--- config.mk ---
export PLATFORM = sky130hd
export DESIGN_NAME = ber_tlv_stream_parser
export DESIGN_NICKNAME = d
export VERILOG_FILES = /design/src/hw/rtl/bertlv_pkg.sv /design/src/hw/rtl/bertlv_step.sv /design/src/hw/rtl/ber_tlv_stream_parser.sv
export SDC_FILE = /design/constraint.sdc
export NUM_CORES = 1
export LEC_CHECK = 0
export BUFFER_PORTS_ARGS = -buffer_cell sky130_fd_sc_hd__buf_2
export CAP_MARGIN = 20
export CORE_AREA = 4 4 122 241
export CTS_CLUSTER_DIAMETER = 150
export DETAILED_ROUTE_END_ITERATION = 12
export DIE_AREA = 0 0 126 245
export PLACE_DENSITY = 0.59
export SLEW_MARGIN = 20
export SYNTH_ARGS = -nofsm -noshare
export SYNTH_HDL_FRONTEND = slang
export SYNTH_SLANG_ARGS = --single-unit
--- constraint.sdc ---
create_clock -name i_clk -period 4.9 [get_ports i_clk]
set_input_delay 0.735 -clock i_clk [delete_from_list [all_inputs] [get_ports i_clk]]
set_output_delay 0.735 -clock i_clk [all_outputs]
set_load 0.02 [all_outputs]
--- src/hw/rtl/bertlv_pkg.sv ---
package bertlv_pkg;

    localparam int MAX_LENGTH_BYTES_DEF = 8;

    localparam logic [2:0] PH_IDENT     = 3'd0;
    localparam logic [2:0] PH_LEN_FIRST = 3'd1;
    localparam logic [2:0] PH_LEN_MORE  = 3'd2;
    localparam logic [2:0] PH_VALUE     = 3'd3;
    localparam logic [2:0] PH_DROP      = 3'd4;

    localparam logic [2:0] K_IDENT = 3'd0;
    localparam logic [2:0] K_LEN   = 3'd1;
    localparam logic [2:0] K_VALUE = 3'd2;
    localparam logic [2:0] K_ERROR = 3'd3;
    localparam logic [2:0] K_DROP  = 3'd4;

    localparam logic [1:0] ERR_NONE      = 2'd0;
    localparam logic [1:0] ERR_BAD_COUNT = 2'd1;
    localparam logic [1:0] ERR_TRUNCATED = 2'd2;

    localparam logic [7:0] LONG_FORM_BIT = 8'h80;
    localparam logic [7:0] LENGTH_MASK   = 8'h7F;

    typedef struct packed {
        logic [2:0]  phase;
        logic [7:0]  held_id;
        logic [63:0] len_acc;
        logic [63:0] value_left;
    } t_state;

    typedef struct packed {
        logic [2:0]  byte_kind;
        logic [7:0]  identifier;
        logic [63:0] element_length;
        logic [7:0]  value_byte;
        logic        element_done;
        logic [1:0]  error_code;
    } t_result;

endpackage

--- src/hw/rtl/bertlv_step.sv ---
module bertlv_step #(
    parameter int MAX_LENGTH_BYTES = bertlv_pkg::MAX_LENGTH_BYTES_DEF,
    parameter int CNT_W            = $clog2(MAX_LENGTH_BYTES + 1)
) (
    input  logic [7:0]          i_data_byte,
    input  logic                i_buffer_end,
    input  bertlv_pkg::t_state  i_state,
    input  logic [CNT_W-1:0]    i_len_left,
    output bertlv_pkg::t_state  o_state,
    output logic [CNT_W-1:0]    o_len_left,
    output bertlv_pkg::t_result o_result
);

    logic [6:0]  count;
    logic [63:0] acc_shift;
    logic [63:0] acc_short;
    logic [63:0] value_dec;
    logic [CNT_W-1:0] cnt_dec;
    logic        report_id;

    assign count     = 7'(i_data_byte & bertlv_pkg::LENGTH_MASK);
    assign acc_shift = {i_state.len_acc[55:0], i_data_byte};
    assign acc_short = {57'd0, count};
    assign value_dec = i_state.value_left - 64'd1;
    assign cnt_dec   = i_len_left - CNT_W'(1);

    always_comb begin
        o_state    = i_state;
        o_len_left = i_len_left;
        report_id  = 1'b1;
        o_result.byte_kind      = bertlv_pkg::K_DROP;
        o_result.element_length = 64'd0;
        o_result.value_byte     = 8'd0;
        o_result.element_done   = 1'b0;
        o_result.error_code     = bertlv_pkg::ERR_NONE;

        case (i_state.phase)
            bertlv_pkg::PH_IDENT: begin
                o_state.held_id    = i_data_byte;
                o_result.byte_kind = bertlv_pkg::K_IDENT;
                o_state.phase      = bertlv_pkg::PH_LEN_FIRST;
            end
            bertlv_pkg::PH_LEN_FIRST: begin
                o_result.byte_kind = bertlv_pkg::K_LEN;
                if ((i_data_byte & bertlv_pkg::LONG_FORM_BIT) == 8'd0) begin
                    o_state.len_acc         = acc_short;
                    o_state.value_left      = acc_short;
                    o_result.element_length = acc_short;
                    if (count == 7'd0) begin
                        o_state.phase         = bertlv_pkg::PH_IDENT;
                        o_result.element_done = 1'b1;
                    end else begin
                        o_state.phase = bertlv_pkg::PH_VALUE;
                    end
                end else if (count == 7'd0 || count > 7'(MAX_LENGTH_BYTES)) begin
                    o_result.byte_kind  = bertlv_pkg::K_ERROR;
                    o_result.error_code = bertlv_pkg::ERR_BAD_COUNT;
                    o_state.phase       = bertlv_pkg::PH_DROP;
                end else begin
                    o_len_left      = CNT_W'(count);
                    o_state.len_acc = 64'd0;
                    o_state.phase   = bertlv_pkg::PH_LEN_MORE;
                end
            end
            bertlv_pkg::PH_LEN_MORE: begin
                o_result.byte_kind = bertlv_pkg::K_LEN;
                o_state.len_acc    = acc_shift;
                o_len_left         = cnt_dec;
                if (cnt_dec == '0) begin
                    o_result.element_length = acc_shift;
                    o_state.value_left      = acc_shift;
                    if (acc_shift == 64'd0) begin
                        o_state.phase         = bertlv_pkg::PH_IDENT;
                        o_result.element_done = 1'b1;
                    end else begin
                        o_state.phase = bertlv_pkg::PH_VALUE;
                    end
                end
            end
            bertlv_pkg::PH_VALUE: begin
                o_result.byte_kind      = bertlv_pkg::K_VALUE;
                o_result.element_length = i_state.len_acc;
                o_result.value_byte     = i_data_byte;
                o_state.value_left      = value_dec;
                if (value_dec == 64'd0) begin
                    o_result.element_done = 1'b1;
                    o_state.phase         = bertlv_pkg::PH_IDENT;
                end
            end
            default: begin
                report_id = 1'b0;
            end
        endcase

        if (i_buffer_end) begin
            if (o_result.byte_kind != bertlv_pkg::K_DROP
                    && o_result.byte_kind != bertlv_pkg::K_ERROR
                    && !o_result.element_done) begin
                o_result.byte_kind  = bertlv_pkg::K_ERROR;
                o_result.error_code = bertlv_pkg::ERR_TRUNCATED;
            end
            o_state.phase = bertlv_pkg::PH_IDENT;
        end

        o_result.identifier = report_id ? o_state.held_id : 8'd0;
    end

endmodule

--- src/hw/rtl/ber_tlv_stream_parser.sv ---
// a result is valid once its byte has passed the input register and then the result register
// throughput: one byte per cycle unless output stalls; the parse state updates once per byte
// both registers advance whenever the result register is empty or being taken
// reset: synchronous active-low i_rst_n empties both stages and returns the parser to
// expecting an identifier with all held state cleared
module ber_tlv_stream_parser #(
    parameter int MAX_LENGTH_BYTES = bertlv_pkg::MAX_LENGTH_BYTES_DEF
) (
    input  logic        i_clk,
    input  logic        i_rst_n,
    input  logic        i_in_valid,
    output logic        o_in_ready,
    input  logic [7:0]  i_data_byte,
    input  logic        i_buffer_end,
    output logic        o_out_valid,
    input  logic        i_out_ready,
    output logic [2:0]  o_byte_kind,
    output logic [7:0]  o_identifier,
    output logic [63:0] o_element_length,
    output logic [7:0]  o_value_byte,
    output logic        o_element_done,
    output logic [1:0]  o_error_code
);

    localparam int CNT_W = $clog2(MAX_LENGTH_BYTES + 1);

    logic               r_in_valid;
    logic [7:0]         r_data_byte;
    logic               r_buffer_end;
    logic               r_out_valid;
    bertlv_pkg::t_result r_result;
    bertlv_pkg::t_state  r_state;
    logic [CNT_W-1:0]   r_len_left;

    bertlv_pkg::t_state  n_state;
    logic [CNT_W-1:0]   n_len_left;
    bertlv_pkg::t_result n_result;

    logic advance;

    assign advance    = !r_out_valid || i_out_ready;
    assign o_in_ready = !r_in_valid || advance;

    bertlv_step #(
        .MAX_LENGTH_BYTES(MAX_LENGTH_BYTES),
        .CNT_W(CNT_W)
    ) u_step (
        .i_data_byte(r_data_byte),
        .i_buffer_end(r_buffer_end),
        .i_state(r_state),
        .i_len_left(r_len_left),
        .o_state(n_state),
        .o_len_left(n_len_left),
        .o_result(n_result)
    );

    always_ff @(posedge i_clk) begin
        if (!i_rst_n) begin
            r_in_valid        <= 1'b0;
            r_out_valid       <= 1'b0;
            r_state.phase     <= bertlv_pkg::PH_IDENT;
            r_state.held_id   <= 8'd0;
            r_state.len_acc   <= 64'd0;
            r_state.value_left <= 64'd0;
            r_len_left        <= '0;
        end else begin
            if (o_in_ready) begin
                r_in_valid <= i_in_valid;
            end
            if (advance) begin
                r_out_valid <= r_in_valid;
                if (r_in_valid) begin
                    r_state    <= n_state;
                    r_len_left <= n_len_left;
                end
            end
        end
    end

    always_ff @(posedge i_clk) begin
        if (o_in_ready && i_in_valid) begin
            r_data_byte  <= i_data_byte;
            r_buffer_end <= i_buffer_end;
        end
        if (advance && r_in_valid) begin
            r_result <= n_result;
        end
    end

    assign o_out_valid      = r_out_valid;
    assign o_byte_kind      = r_result.byte_kind;
    assign o_identifier     = r_result.identifier;
    assign o_element_length = r_result.element_length;
    assign o_value_byte     = r_result.value_byte;
    assign o_element_done   = r_result.element_done;
    assign o_error_code     = r_result.error_code;

`ifndef NO_ASSERTIONS
    a_reset_empties: assert property (@(posedge i_clk)
        !i_rst_n |=> !o_out_valid)
        else $error("result valid right after reset");

    a_error_has_code: assert property (@(posedge i_clk) disable iff (!i_rst_n)
        o_out_valid && o_byte_kind == bertlv_pkg::K_ERROR |-> o_error_code != bertlv_pkg::ERR_NONE)
        else $error("error result without error code");

    a_code_only_on_error: assert property (@(posedge i_clk) disable iff (!i_rst_n)
        o_out_valid && o_byte_kind != bertlv_pkg::K_ERROR |-> o_error_code == bertlv_pkg::ERR_NONE)
        else $error("error code on non-error result");

    a_done_kind: assert property (@(posedge i_clk) disable iff (!i_rst_n)
        o_out_valid && o_element_done
            |-> o_byte_kind == bertlv_pkg::K_LEN || o_byte_kind == bertlv_pkg::K_VALUE)
        else $error("element done on wrong byte kind");

    a_drop_state_clean: assert property (@(posedge i_clk) disable iff (!i_rst_n)
        r_in_valid && r_state.phase == bertlv_pkg::PH_DROP |-> n_result.identifier == 8'd0)
        else $error("dropped byte reports an identifier");
`endif

endmodule

==> impl_results.md, run 1 <==
* # Post-CTS Setup Buffers at 0
* Final Hold Fails at 0
* GPL Wtd Cong at 0.962
* Io pins at 101
* Drt wl/cell at 23.9 um
* Ant. Diodes at 0
* Htree depth at 1
* Mapped Avg Cell Area at 8.24 um^2
* Number of global-route vias before repair at 11.4k
* Cells after synthesis at 1,490
* Mapped cell area at 12,300 um^2
* Register bit count reported by yosys at 240
* Max Clk Rate at 254 MHz
* Tcrit/Tclk final at 80.4%
* Global-route wire length before repair at 69,300 um
* Status: completed
* CP Max Fanout at 11
* Num CTS Buffers at 24
* Combinational power share at 6.4%
* Initial antenna violation count at 0
* Die width at 126 um
* Die Y at 245 um
* TritonRoute pass-1 iters at 7
* Top Family by Delay on Critical Path: simple AND/OR/NAND/NOR gates
* Drt total wl at 45,400 um
* CP peak stage delay at 0.53 ns
* PwrDens at 314 nW/um^2
* Max_cap viols at 0
* Clock skew at 0.0189 ns
* DP HPWL at 31,700 um
* Share of cells above drive strength 1 at 13.5%
* Slowest stage cell, crit path: or3_1
* Total Routing Usage GR at 28.5%
* Critical path class: reg2reg
* Final setup viols at 0
* Cell with the most instances after synthesis: nand2_1
* Leak at 4.88 nW
* Setup Total Neg Slack at 0 ns
* Die area at 30,900 um^2
* CP required at 5.17 ns
* Final worst path period need at 3.94 ns
* Yosys top cell area share at 23.7%
* Clock share of power at 44.3%
* Post-CTS sizing at 0
* DRT iter0 DRCs at 912
* IO Port Bufs at 100
* RSZ-0062 raised after global routing: false
* Area occupied by multi-input gates at 6000 um^2
* Post-CTS Hold Buffers at 0
* Total gr overflow at 0
* Seq pwr share at 49.3%
* Routed Antenna Nets at 0
* Most used cell, CP: or3_1
* CTS tree: built
* Async SR Flop Fraction at 0%
* Pint at 0.00330 W
* Layout Nets at 1,548
* DR vias at 11.7k
* Synth area leader: dfxtp_1
* Switching Fraction at 24.3%
* DRC viols at 0
* Clock Path Buffers at 3
* Largest net degree at the start of global routing at 89
* Worst path buffer plus inverter count at 2
* Slew headroom at 31.8%
* Yosys warns at 0
* Syn Nets at 1,507
* Clock sinks at 240
* CTS clk-pin slew, worst paths at 0.06 ns
* CP Cell Sequence: inv_1 > ha_1 > nor3b_1 > buf_4 > nand3_1 > or3_1 > o31a_1 > nor4_1 > nand4_1 > and4bb_1 > a211oi_2 > or3_1
* Area contributors post-synth: dfxtp_1 24%, edfxtp_1 23%, a21oi_1 8.0%
* Most frequent cells after synthesis: 198 x nand2_1, 195 x a21oi_1, 145 x dfxtp_1, 138 x nor2_1, 127 x nand3_1
* Most used DFF post-synth: dfxtp_1
* EDFF count, synth at 95
* Clock latency on the worst-skew pair at 0.54 ns
* Cell variety after synth at 66
* CORE AREA at 27,500 um^2
* Arr. time, crit path at 4.21 ns
* Sequential cell area at 5760 um^2
* Fill cells at 2,765
* Row count at 86
* Vias per cell at 6.16
* Net Sw Power at 0.00106 W
* Min Hold Slack at 0.382 ns
* Max-slew violation count at 0
* Min-Delay Path Class: in2reg
* Post-synthesis sequential area ratio at 46.9%
* Peak VDD IR at 0.245 mV
* Worst-margin pin slew at 1.02 ns
* Syn-to-layout area delta at 13.1%
* Worst setup EP type: register
* CP Launch Type: register
* Clk root buf: clkbuf_16
* Initial Utilization at 44.6%
power groups by stage:
stage	clock [W]	sequential [W]	combinational [W]
4_1_cts	0.00197	0.00215	0.000282
6_report	0.00193	0.00215	0.000281
3_5_place_dp	0	0.00219	0.000281
2_1_floorplan	0	0.00222	0.000151
3_3_place_gp	0	0.00219	0.000279
5_1_grt	0.00204	0.00215	0.000304
final timing paths:
path                       start             end  slack [ns]  cells past startpoint
setup / recovery      r_state[0]  o_byte_kind[1]        0.96                     12
setup reg to reg      r_state[0]  o_byte_kind[1]        0.96                     12
hold / removal    i_data_byte[6]  r_data_byte[6]        0.38                      1
hold reg to reg     r_state[125]    r_state[125]        0.45                      2
kinds of logic after synthesis:
kind of cell    after synthesis  share of synthesized area, %
buf+inv                     139                          4.44
fa+ha+maj                     4                         0.408
compound gates              378                          18.4
mux                           3                         0.255
flops                       240                          46.9
simple gates                706                          28.2
xor+xnor                     20                          1.43
state kept, by name (all words and copies together) (netlist names):
signal and count:
r_state 139, o_element_length 64, o_identifier 8, o_value_byte 8, r_data_byte 8, r_len_left 4
o_byte_kind 3, o_error_code 2, o_element_done 1, o_out_valid 1, r_buffer_end 1, r_in_valid 1
through the flow:
| step | total power [W] | std cells | utilization (%) | area (um^2) | worst slack (ns) |
|---|---|---|---|---|---|
| detailed placement | 0.00247 | 1856 | 47.4 | 13000 | 0.974 |
| CTS | 0.00440 | 1900 | 50.3 | 13900 | 0.959 |
| floorplan | 0.00237 | 1490 | - | 12300 | 0.614 |
| global placement | 0.00247 | 1856 | 47.4 | 13000 | 1.02 |
| finish | 0.00436 | 1901 | 50.4 | 13900 | 0.962 |
| global route | 0.00450 | 1901 | 50.4 | 13900 | 0.699 |
worst register-to-register path: stages (launching register included):
cell and delay (ns):
dfxtp_1 0.37, inv_1 0.10, ha_1 0.26, nor3b_1 0.21, buf_4 0.21, nand3_1 0.21
or3_1 0.53, o31a_1 0.33, nor4_1 0.37, nand4_1 0.22, and4bb_1 0.46, a211oi_2 0.12
or3_1 0.31
cell type report:
class                           count  share of cell area, %
Clock buffer                       30                   4.71
Clock inverter                     14                   1.15
Inverter                           16                  0.469
Multi-Input combinational cell   1111                   43.2
Sequential cell                   240                   41.5
Tap cell                          352                   3.17
Timing Repair Buffer              138                   5.75
metal layers:
layer / GRT usage (%) / wire length (um) / up-vias
met5: 0 / 0 / -
met4: 14.3 / 2690 / 0
met3: 2.77 / 1990 / 114
met2: 50.3 / 23200 / 411
met1: 34.4 / 17600 / 5694
li1: - / - / 5489
placed cells by master (no fill, tap or decap), drive strengths merged, types with 5 or more instances in the layout:
| cell | Yosys | final |
|---|---|---|
| nand3 | 127 | 127 |
| a211oi | 17 | 17 |
| a22oi | 41 | 41 |
| or3 | 25 | 25 |
| nor2 | 138 | 138 |
| nand2 | 198 | 198 |
| o31a | 11 | 11 |
| and3 | 14 | 14 |
| clkbuf | 105 | 30 |
| and2 | 11 | 11 |
| nor4 | 39 | 39 |
| inv | 15 | 16 |
| xnor2 | 11 | 11 |
| a22o | 10 | 10 |
| edfxtp | 95 | 95 |
| o31ai | 11 | 11 |
| xor2 | 9 | 9 |
| o21ai | 61 | 61 |
| a21oi | 195 | 195 |
| o22ai | 8 | 8 |
| buf | 18 | 138 |
| nor3 | 46 | 46 |
| or4 | 20 | 20 |
| nor4b | 6 | 6 |
| nor2b | 29 | 29 |
| clkinv | 1 | 9 |
| nor3b | 5 | 5 |
| nand4 | 21 | 21 |
| dfxtp | 145 | 145 |
| or2 | 11 | 11 |
(Power assumes the default switching activity.)
==> run 2: changes to the inputs <==
- PLACE_DENSITY: 0.59 -> 0.62
- clock period: 4.9 -> 3.4 ns (I/O delays scaled with it)
==> impl_results.md, run 2 (synthesis results as in run 1) <==
* Seq pwr share at 50.1%
* Hold Path Stages at 1
* Final worst path period need at 3.44 ns
* Htree depth at 1
* Critical path class: reg2reg
* Commonest cells after routing, fill and taps aside: 197 x nand2_1, 195 x a21oi_1, 174 x buf_4
* CP Max Fanout at 3
* Worst setup EP type: register
* Switching Fraction at 24.1%
* CTS clk-pin slew, worst paths at 0.06 ns
* Reg with most FFs: r_state
* Clock share of power at 42.0%
* Initial antenna violation count at 0
* DRT iter0 DRCs at 1,187
* Die Y at 245 um
* Clock sinks at 240
* Share of cells above drive strength 1 at 23.1%
* Clock Path Buffers at 3
* Failing checks: setup timing
* Clock latency on the worst-skew pair at 0.54 ns
* Drt total wl at 46,000 um
* DRC viols at 0
* Net Sw Power at 0.00148 W
* IO Port Bufs at 100
* Num CTS Buffers at 24
* Arr. time, crit path at 3.72 ns
* R2R cell count at 9
* Min Hold Slack at 0.158 ns
* Die area at 30,900 um^2
* Row count at 86
* CP required at 3.67 ns
* Max-slew violation count at 0
* TritonRoute pass-1 iters at 5
* Final WS setup at -0.0443 ns
* Peak VDD IR at 0.431 mV
* Clk root buf: clkbuf_16
* Number of global-route vias before repair at 11.9k
* DR vias at 12.3k
* CTS tree: built
* RSZ-0062 raised after global routing: true
* Worst-margin pin slew at 0.911 ns
* Total gr overflow at 0
* Pint at 0.00466 W
* GPL Wtd Cong at 1.03
* Final Hold Fails at 0
* Max FFs per register at 139
* Clock skew at 0.0220 ns
* Post-CTS Hold Buffers at 0
* Routed Antenna Nets at 0
* Combinational power share at 7.9%
* Global-route wire length before repair at 70,200 um
* Io pins at 101
* Min-Delay Path Class: in2reg
* Layout Nets at 1,694
* Hold-critical path endpoint: r_data_byte[5]
* Max_cap viols at 0
* Ant. Diodes at 0
* Largest net degree at the start of global routing at 157
* Tcrit/Tclk final at 101%
* Hold_sp: i_data_byte[5]
* CP Launch Type: register
* DP HPWL at 32,500 um
* Final setup viols at 1
* Syn-to-layout area delta at 24.1%
* Worst R2R End: o_byte_kind[1]
* Vias per cell at 6.03
* Fill cells at 2,649
* FF-to-FF setup slack at -0.04 ns
* Leak at 5.65 nW
* Drt wl/cell at 22.5 um
* Initial Utilization at 44.6%
* Most common cell after layout, fill and taps aside: nand2_1
* Total Routing Usage GR at 28.8%
* Die width at 126 um
* Setup Total Neg Slack at -0.0443 ns
* Status: finished, violations left
* Worst r2r src: r_state[54]
* Max Clk Rate at 290 MHz
* CORE AREA at 27,500 um^2
* PwrDens at 403 nW/um^2
* Slew headroom at 39.2%
==> run 2: cell count changes in the layout (fill, tap and decap cells not counted), sizes merged <==
cell,previous run,this run
clkinv,9,7
clkbuf,30,36
bufinv,3,1
clkinvlp,2,0
buf,138,284
==> run 2: power groups by stage <==
stage	Clock (W)	Combinational (W)	Sequential, W
6_report	0.00258	0.000485	0.00308
5_1_grt	0.00274	0.000518	0.00308
4_1_cts	0.00263	0.000473	0.00308
3_5_place_dp	0	0.000464	0.00314
3_3_place_gp	0	0.000463	0.00314
2_1_floorplan	0	0.000218	0.00320
==> run 2: how the worst max path moves through the flow <==
stage	startpoint	slack, ns	to	cells after the start
finish	r_state[54]	-0.04	o_byte_kind[1]	9
global route	r_state[1]	-0.12	r_state[137]	11
CTS	r_state[1]	-0.007	o_byte_kind[1]	13
detailed placement	r_state[0]	-0.18	o_byte_kind[1]	13
global placement	r_state[0]	-0.13	o_byte_kind[1]	13
floorplan	r_state[2]	0.02	o_byte_kind[1]	12
==> run 2: per-layer routing <==
metal	GRT usage [%]	vias to the layer above	wire, um
met5	0	-	0
met4	18.4	0	3440
met3	2.81	147	2060
met2	49.5	449	23200
met1	34.2	5960	17300
li1	-	5791	-
==> run 2: layout make-up <==
type / instances / area (um^2) / area share [%]
Clock buffer: 36 / 677 / 4.44
Multi-Input combinational cell: 1111 / 6260 / 41.1
Clock inverter: 8 / 65.1 / 0.427
Tap cell: 352 / 440 / 2.89
Inverter: 16 / 65.1 / 0.427
Sequential cell: 240 / 5760 / 37.8
Timing Repair Buffer: 284 / 1960 / 12.9
==> run 2: repair_timing <==
action | in CTS | in global routing
buffers inserted | 6 | 4
gates resized for setup | 19 | 40
pin swaps | 11 | 26
endpoints found under the hold margin | 0 | 0
setup endpoints to repair | 6 | 6
==> run 2: through the flow <==
| stage | instances | cell area (um^2) | setup slack [ns] | total power, W | util [%] |
|---|---|---|---|---|---|
| CTS | 2043 | 15000 | -0.00709 | 0.00619 | 54.4 |
| global placement | 1993 | 14100 | -0.126 | 0.00360 | 51.3 |
| global route | 2047 | 15200 | -0.118 | 0.00634 | 55.3 |
| floorplan | 1490 | 12300 | 0.0157 | 0.00341 | - |
| detailed placement | 1993 | 14100 | -0.176 | 0.00360 | 51.3 |
| finish | 2047 | 15200 | -0.0443 | 0.00614 | 55.3 |
==> run 2: critical path: stages (launching register included) <==
cell and delay (ns):
dfxtp_2 0.32, or4_4 0.54, or3_4 0.34, or3_4 0.34, o31a_1 0.33, nor4_2 0.30, nand4_1 0.20, and4bb_4 0.43
a211oi_2 0.08, or3_1 0.31
